$ cat config.mk
export PLATFORM = sky130hd
export DESIGN_NAME = word_fold_hash64
export DESIGN_NICKNAME = d
export VERILOG_FILES = /design/src/sv/wfh_pkg.sv /design/src/sv/wfh_fold.sv /design/src/sv/word_fold_hash64.sv
export SDC_FILE = /design/constraint.sdc
export NUM_CORES = 1
export LEC_CHECK = 0
export BUFFER_PORTS_ARGS = -buffer_cell sky130_fd_sc_hd__buf_2
export CORE_MARGIN = 4
export CORE_UTILIZATION = 65
export DETAILED_ROUTE_END_ITERATION = 6
export PLACE_DENSITY_LB_ADDON = 0.15
export SLEW_MARGIN = 20
export SYNTH_ARGS = -nofsm -noshare
export SYNTH_HDL_FRONTEND = slang
export SYNTH_SLANG_ARGS = --single-unit
$ cat constraint.sdc
create_clock -name clk_i -period 20.9 [get_ports clk_i]
set_clock_uncertainty 0.15 [all_clocks]
set_input_delay 3.135 -clock clk_i [delete_from_list [all_inputs] [get_ports clk_i]]
set_output_delay 3.135 -clock clk_i [all_outputs]
set_load 0.005 [all_outputs]
$ cat src/sv/wfh_pkg.sv
// wfh_pkg: constants, field widths, types and the fold helpers for word_fold_hash64
// shared by wfh_fold and word_fold_hash64; depends on nothing else
`timescale 1ns / 1ps
`default_nettype none

package wfh_pkg;

  localparam int unsigned HashW      = 64;
  localparam int unsigned LenW       = 40;
  localparam int unsigned WordW      = 64;
  localparam int unsigned BytesW     = 4;
  localparam int unsigned WordBytes  = WordW / 8;
  localparam int unsigned InDataW    = 112;  // len + word + byte count, padded to bytes

  localparam logic [HashW-1:0]  SeedGolden   = 64'h9E37_79B9_7F4A_7C15;
  localparam logic [BytesW-1:0] WordBytesMax = 4'd8;

  // one input beat as it sits in the input register
  typedef struct packed {
    logic              start_req;
    logic              last;
    logic [LenW-1:0]   total_length;
    logic [WordW-1:0]  word;
    logic [BytesW-1:0] word_bytes;
  } fold_in_t;

  // keep the low n bytes of a word, n of eight or more keeps all
  function automatic logic [WordW-1:0] keep_low_bytes(input logic [WordW-1:0] w,
                                                      input logic [BytesW-1:0] n);
    logic [WordW-1:0] m;
    m = '0;
    for (int i = 0; i < WordBytes; i++) begin
      if (n > BytesW'(i)) begin
        m[i*8 +: 8] = w[i*8 +: 8];
      end
    end
    return m;
  endfunction

  // multiply by 0x100000001B3 mod 2^64: bits 40, 8, 7, 5, 4, 1, 0
  function automatic logic [HashW-1:0] mul_prime(input logic [HashW-1:0] h);
    return (h << 40) + (h << 8) + (h << 7) + (h << 5) + (h << 4) + (h << 1) + h;
  endfunction

endpackage

`default_nettype wire

$ cat src/sv/wfh_fold.sv
// wfh_fold: combinational fold of one beat into the running hash
// depends on wfh_pkg (fold_in_t, keep_low_bytes, mul_prime)
`timescale 1ns / 1ps
`default_nettype none

module wfh_fold
  import wfh_pkg::*;
(
  input  wire fold_in_t           beat_i,
  input  wire logic [HashW-1:0]   hash_i,
  output logic      [HashW-1:0]   hash_o
);

  logic [HashW-1:0] base;
  logic [WordW-1:0] masked;

  // reseed on the first word of a message
  always_comb begin
    if (beat_i.start_req) begin
      base = SeedGolden ^ {{(HashW-LenW){1'b0}}, beat_i.total_length};
    end else begin
      base = hash_i;
    end
  end

  // zero the bytes beyond the valid count
  assign masked = keep_low_bytes(beat_i.word, beat_i.word_bytes);

  // xor and multiply, an empty word leaves the hash alone
  always_comb begin
    if (beat_i.word_bytes == '0) begin
      hash_o = base;
    end else begin
      hash_o = mul_prime(base ^ masked);
    end
  end

endmodule

`default_nettype wire

$ cat src/sv/word_fold_hash64.sv
// word_fold_hash64: 64-bit word-fold hash, input register, fold logic, result register
// depends on wfh_pkg and wfh_fold
//
//  channel | dir | fields (low bit up)
//  s_axis  | in  | tuser=start_req, tlast=last, tdata=total_length, word, word_bytes
//  m_axis  | out | tdata=hash
//
// one word per cycle unless a last word meets a full, stalled result register; each item waits
// in the input register and the hash of a last word goes from there into the result register (m_axis).
// the 64-bit running hash register closes the loop between consecutive words.
// reset clears the running hash to zero and empties both registers.
// a stall on m_axis holds back only a last word; other words keep flowing.
`timescale 1ns / 1ps
`default_nettype none

module word_fold_hash64
  import wfh_pkg::*;
(
  input  wire logic                 clk_i,
  input  wire logic                 rst_ni,
  input  wire logic                 s_axis_tvalid,
  output logic                      s_axis_tready,
  input  wire logic [InDataW-1:0]   s_axis_tdata,   // total_length, word, word_bytes, pad
  input  wire logic                 s_axis_tlast,
  input  wire logic                 s_axis_tuser,   // start_req
  output logic                      m_axis_tvalid,
  input  wire logic                 m_axis_tready,
  output logic      [HashW-1:0]     m_axis_tdata    // hash
);

  fold_in_t         in_d, in_q;
  logic             in_vld_q;
  logic             in_fire;
  logic             s1_fire;
  logic [HashW-1:0] hash_d, hash_q;
  logic [HashW-1:0] out_q;
  logic             out_vld_q;

  // unpack the input beat
  always_comb begin
    in_d.start_req    = s_axis_tuser;
    in_d.last         = s_axis_tlast;
    in_d.total_length = s_axis_tdata[LenW-1:0];
    in_d.word         = s_axis_tdata[LenW +: WordW];
    in_d.word_bytes   = s_axis_tdata[LenW+WordW +: BytesW];
  end

  // input stage advances unless a last word meets a full, stalled result register
  assign s1_fire       = in_vld_q && (!in_q.last || !out_vld_q || m_axis_tready);
  assign s_axis_tready = !in_vld_q || s1_fire;
  assign in_fire       = s_axis_tvalid && s_axis_tready;

  always_ff @(posedge clk_i or negedge rst_ni) begin
    if (!rst_ni) begin
      in_vld_q <= 1'b0;
    end else if (s_axis_tready) begin
      in_vld_q <= s_axis_tvalid;
    end
  end

  always_ff @(posedge clk_i) begin
    if (in_fire) begin
      in_q <= in_d;
    end
  end

  // fold logic
  wfh_fold u_fold (
    .beat_i (in_q),
    .hash_i (hash_q),
    .hash_o (hash_d)
  );

  // running hash
  always_ff @(posedge clk_i or negedge rst_ni) begin
    if (!rst_ni) begin
      hash_q <= '0;
    end else if (s1_fire) begin
      hash_q <= hash_d;
    end
  end

  // result register
  always_ff @(posedge clk_i or negedge rst_ni) begin
    if (!rst_ni) begin
      out_vld_q <= 1'b0;
    end else if (s1_fire && in_q.last) begin
      out_vld_q <= 1'b1;
    end else if (m_axis_tready) begin
      out_vld_q <= 1'b0;
    end
  end

  always_ff @(posedge clk_i) begin
    if (s1_fire && in_q.last) begin
      out_q <= hash_d;
    end
  end

  assign m_axis_tvalid = out_vld_q;
  assign m_axis_tdata  = out_q;

  // a last word always lands in the result register
  a_last_lands: assert property (@(posedge clk_i) disable iff (!rst_ni)
    (s1_fire && in_q.last) |=> (m_axis_tvalid && m_axis_tdata == hash_q))
    else $error("last word did not reach the result register");

  // an empty word without a start keeps the hash
  a_empty_keeps: assert property (@(posedge clk_i) disable iff (!rst_ni)
    (s1_fire && !in_q.start_req && in_q.word_bytes == '0) |=> (hash_q == $past(hash_q)))
    else $error("empty word changed the running hash");

  // a held input stage takes no new beat
  a_no_overrun: assert property (@(posedge clk_i) disable iff (!rst_ni)
    (in_vld_q && !s1_fire) |-> !s_axis_tready)
    else $error("input stage overrun");

  // the hash only moves when a beat leaves the input stage
  a_hash_moves: assert property (@(posedge clk_i) disable iff (!rst_ni)
    !s1_fire |=> $stable(hash_q))
    else $error("running hash changed without a beat");

endmodule

`default_nettype wire
==> results.tsv <==
stage	metric	value	unit
status	status	completed	
layout	fin_nets	2489	
worst_setup_path	worstSetupEndpointType	register	
worst_setup_path	path_class	reg -> reg	
cts	htree_levels	1	
cts	clk_path_buf_depth	3	
cts	postCtsSetupBuffers	0	
cts	cts_tree	yes	
sta	fin_crit_sh	0.412	
synthesis	async_reset_ff_frac	0.275	
layout	area_growth	10.7	%
cts	postCtsResizedCells	0	
cts	clk-insertion-delay-late	0.55	ns
sta	rsz0062_at_grt	false	
die	core_area	30700	um2
worst_setup_path	critPathArrivalTime	8.84	ns
sta	slew_headroom	0.284	
drt	vias	14400	
place	place_ws	12.41	ns
grt	grt-ovfl-total	0	
die	row_count	64	
grt	grt_use_total	0.300	
die	die_h	185	um
hold_path	min-delay-path-class	reg -> reg	
worst_setup_path	crit_start	in_q[3]$_DFFE_PP_	
synthesis	ys_warn_count	0	
die	num_io_pins	184	
worst_setup_path	timing.rr.end	m_axis_tdata[61]$_DFFE_PP_	
cts	cts_made_buffers	26	
drt	via_per_inst	5.88	
die	dieWidth	185	um
sta	hold_viol	0	
worst_setup_path	rrSetupSlack	12.30	ns
job	drv_cap	0	
synthesis	synth-edff-count	174	
cts	cts_hold_buf	0	
synthesis	ys_types	75	
place	dp_hpwl	39.0	mm
synthesis	netlist_area	20400	um2
cts	clkSlewWorstSetupHoldPaths	0.06	ns
cts	clock-sinks	240	
grt	antenna_found_initial	0	
sta	fin_setup_tns	0	ns
layout	mostFrequentLayoutCells	200 x nand2_1, 181 x fa_1, 179 x buf_2	
place	gp_congestion	0.952	
synthesis	ys_dominant_reg_cell	edfxtp_1	
sta	final.setup.worst_slack	12.30	ns
drt	drtPass1Iterations	6	
grt	grt_max_degree	67	
die	die_area	34300	um2
layout	layout_commonest_cell	nand2_1	
worst_setup_path	critPathRequiredTime	21.13	ns
synthesis	syn_nets	2339	
drt	antenna_left	0	
layout	drive_gt1_frac	0.149	
place	io_buffers	179	
worst_setup_path	cp-start-kind	register	
die	initial_core_util	0.663	
worst_setup_path	endpoint	m_axis_tdata[61]$_DFFE_PP_	
worst_setup_path	r2r_cells	23	
worst_setup_path	crit_path_max_fanout	50	
drt	wl_per_cell	20.6	um
worst_setup_path	r2r-start	in_q[3]$_DFFE_PP_	
cts	cts-root-buf	clkbuf_16	
sta	holdWs	0.322	ns
sta	max_freq	0.116	GHz
grt	grt_pass1_wl	80.2	mm
sta	worst_pin_slew	1.07	ns
synthesis	synth.avg_cell_area	10.8	um2
layout	antenna_cells	0	
sta	min_period	8.60	ns
drt	finalWirelength	50.5	mm
sta	setup_violations	0	
synthesis	yosys_register_bits	240	
sta	drv_slew	0	
drt	drt_iter0_markers	981	
synthesis	syn_inst	1885	
drt	drc_errors	0	
grt	grt_pass1_vias	15000	
synthesis	ys_seq_area_frac	0.337	
metrics by stage:
stage	util	cell area, um2	cells
floorplan	-	20400	1885
global placement	0.704	21600	2403
detailed placement	0.704	21600	2403
CTS	0.733	22500	2451
global route	0.734	22600	2451
finish	0.734	22600	2451
Yosys cell counts, types with 6 or more instances:
| cell | number | area share |
|---|---|---|
| nand2_1 | 200 | 0.037 |
| fa_1 | 181 | 0.18 |
| inv_1 | 177 | 0.033 |
| edfxtp_1 | 174 | 0.26 |
| ha_1 | 155 | 0.095 |
| xor2_1 | 122 | 0.052 |
| xnor2_1 | 119 | 0.051 |
| a21oi_1 | 103 | 0.025 |
| nor2_1 | 80 | 0.015 |
| a21o_1 | 74 | 0.027 |
| o21ai_0 | 73 | 0.018 |
| dfrtp_1 | 66 | 0.081 |
| buf_2 | 37 | 0.0091 |
| clkbuf_1 | 32 | 0.0059 |
| mux2i_1 | 32 | 0.016 |
| mux2_2 | 26 | 0.014 |
| maj3_1 | 20 | 0.0098 |
| nand4_1 | 15 | 0.0046 |
| a31oi_1 | 12 | 0.0037 |
| nand3_1 | 12 | 0.0029 |
| nor2b_1 | 12 | 0.0037 |
| o21ai_1 | 12 | 0.0029 |
| o21bai_1 | 12 | 0.0044 |
| o22a_1 | 11 | 0.0047 |
| nand2b_1 | 10 | 0.0031 |
| o21a_1 | 10 | 0.0037 |
| a211oi_1 | 8 | 0.0029 |
| and2_1 | 7 | 0.0021 |
| and3_1 | 6 | 0.0018 |
| buf_1 | 6 | 0.0011 |
worst min-delay path by stage:
| stage | from | endpoint | slack [ns] | depth (start not counted) |
|---|---|---|---|---|
| floorplan | hash_q[22]$_DFFE_PN0P_ | hash_q[22]$_DFFE_PN0P_ | 0.29 | 2 |
| global route | hash_q[10]$_DFFE_PN0P_ | hash_q[10]$_DFFE_PN0P_ | 0.35 | 2 |
| detailed placement | hash_q[20]$_DFFE_PN0P_ | hash_q[20]$_DFFE_PN0P_ | 0.31 | 2 |
| CTS | hash_q[42]$_DFFE_PN0P_ | hash_q[42]$_DFFE_PN0P_ | 0.33 | 2 |
| finish | hash_q[56]$_DFFE_PN0P_ | hash_q[56]$_DFFE_PN0P_ | 0.32 | 2 |
| global placement | hash_q[22]$_DFFE_PN0P_ | hash_q[22]$_DFFE_PN0P_ | 0.30 | 2 |
cell families (layout without fill, tap and decap cells):
group | after synthesis | after routing | synth area share
AOI/OAI and AO/OA | 370 | 370 | 0.117
xor gates and xnor gates | 243 | 243 | 0.106
adders and majority gates | 356 | 356 | 0.283
buffers and inverters | 256 | 426 | 0.0497
DFF | 240 | 240 | 0.337
muxes | 58 | 58 | 0.0301
and+or+nand+nor | 362 | 362 | 0.0774
per-layer routing:
| layer | vias to the layer above | routed length, um | GRT usage |
|---|---|---|---|
| li1 | 6710 | - | - |
| met5 | - | 0 | 0 |
| met4 | 0 | 1680 | 0.0910 |
| met3 | 92 | 3440 | 0.0505 |
| met2 | 471 | 23700 | 0.486 |
| met1 | 7143 | 21700 | 0.421 |
flip-flops by register name (all words and copies together) (netlist names):
signal,flops
hash_q,64
in_q,110
in_vld_q,1
m_axis_tdata,64
m_axis_tvalid,1
worst max-delay path, stage by stage (launching register included):
cell	delay, ns
edfxtp_1	0.56
or3_1	0.16
buf_4	0.20
or2_2	0.73
buf_4	0.63
nand2_1	0.17
xor2_1	0.72
inv_1	0.28
fa_1	0.59
inv_1	0.06
fa_1	0.51
fa_1	0.49
ha_1	0.33
ha_1	0.38
a211o_1	0.33
a21oi_2	0.17
a211oi_1	0.14
o211ai_1	0.37
o211ai_2	0.19
a21boi_2	0.24
a21oi_2	0.13
o41ai_1	0.50
nor3_1	0.13
a211oi_2	0.23
area by class of cell:
type	count	area, um2
Clock buffer	33	728
Clock inverter	15	166
Fill cell	2202	8190
Inverter	178	668
Multi-Input combinational cell	1389	12600
Sequential cell	240	6880
Tap cell	396	495
Timing Repair Buffer	200	1050
Power is not shown: default switching activity piles up to over one toggle a cycle in this logic, so the estimate is an artifact.
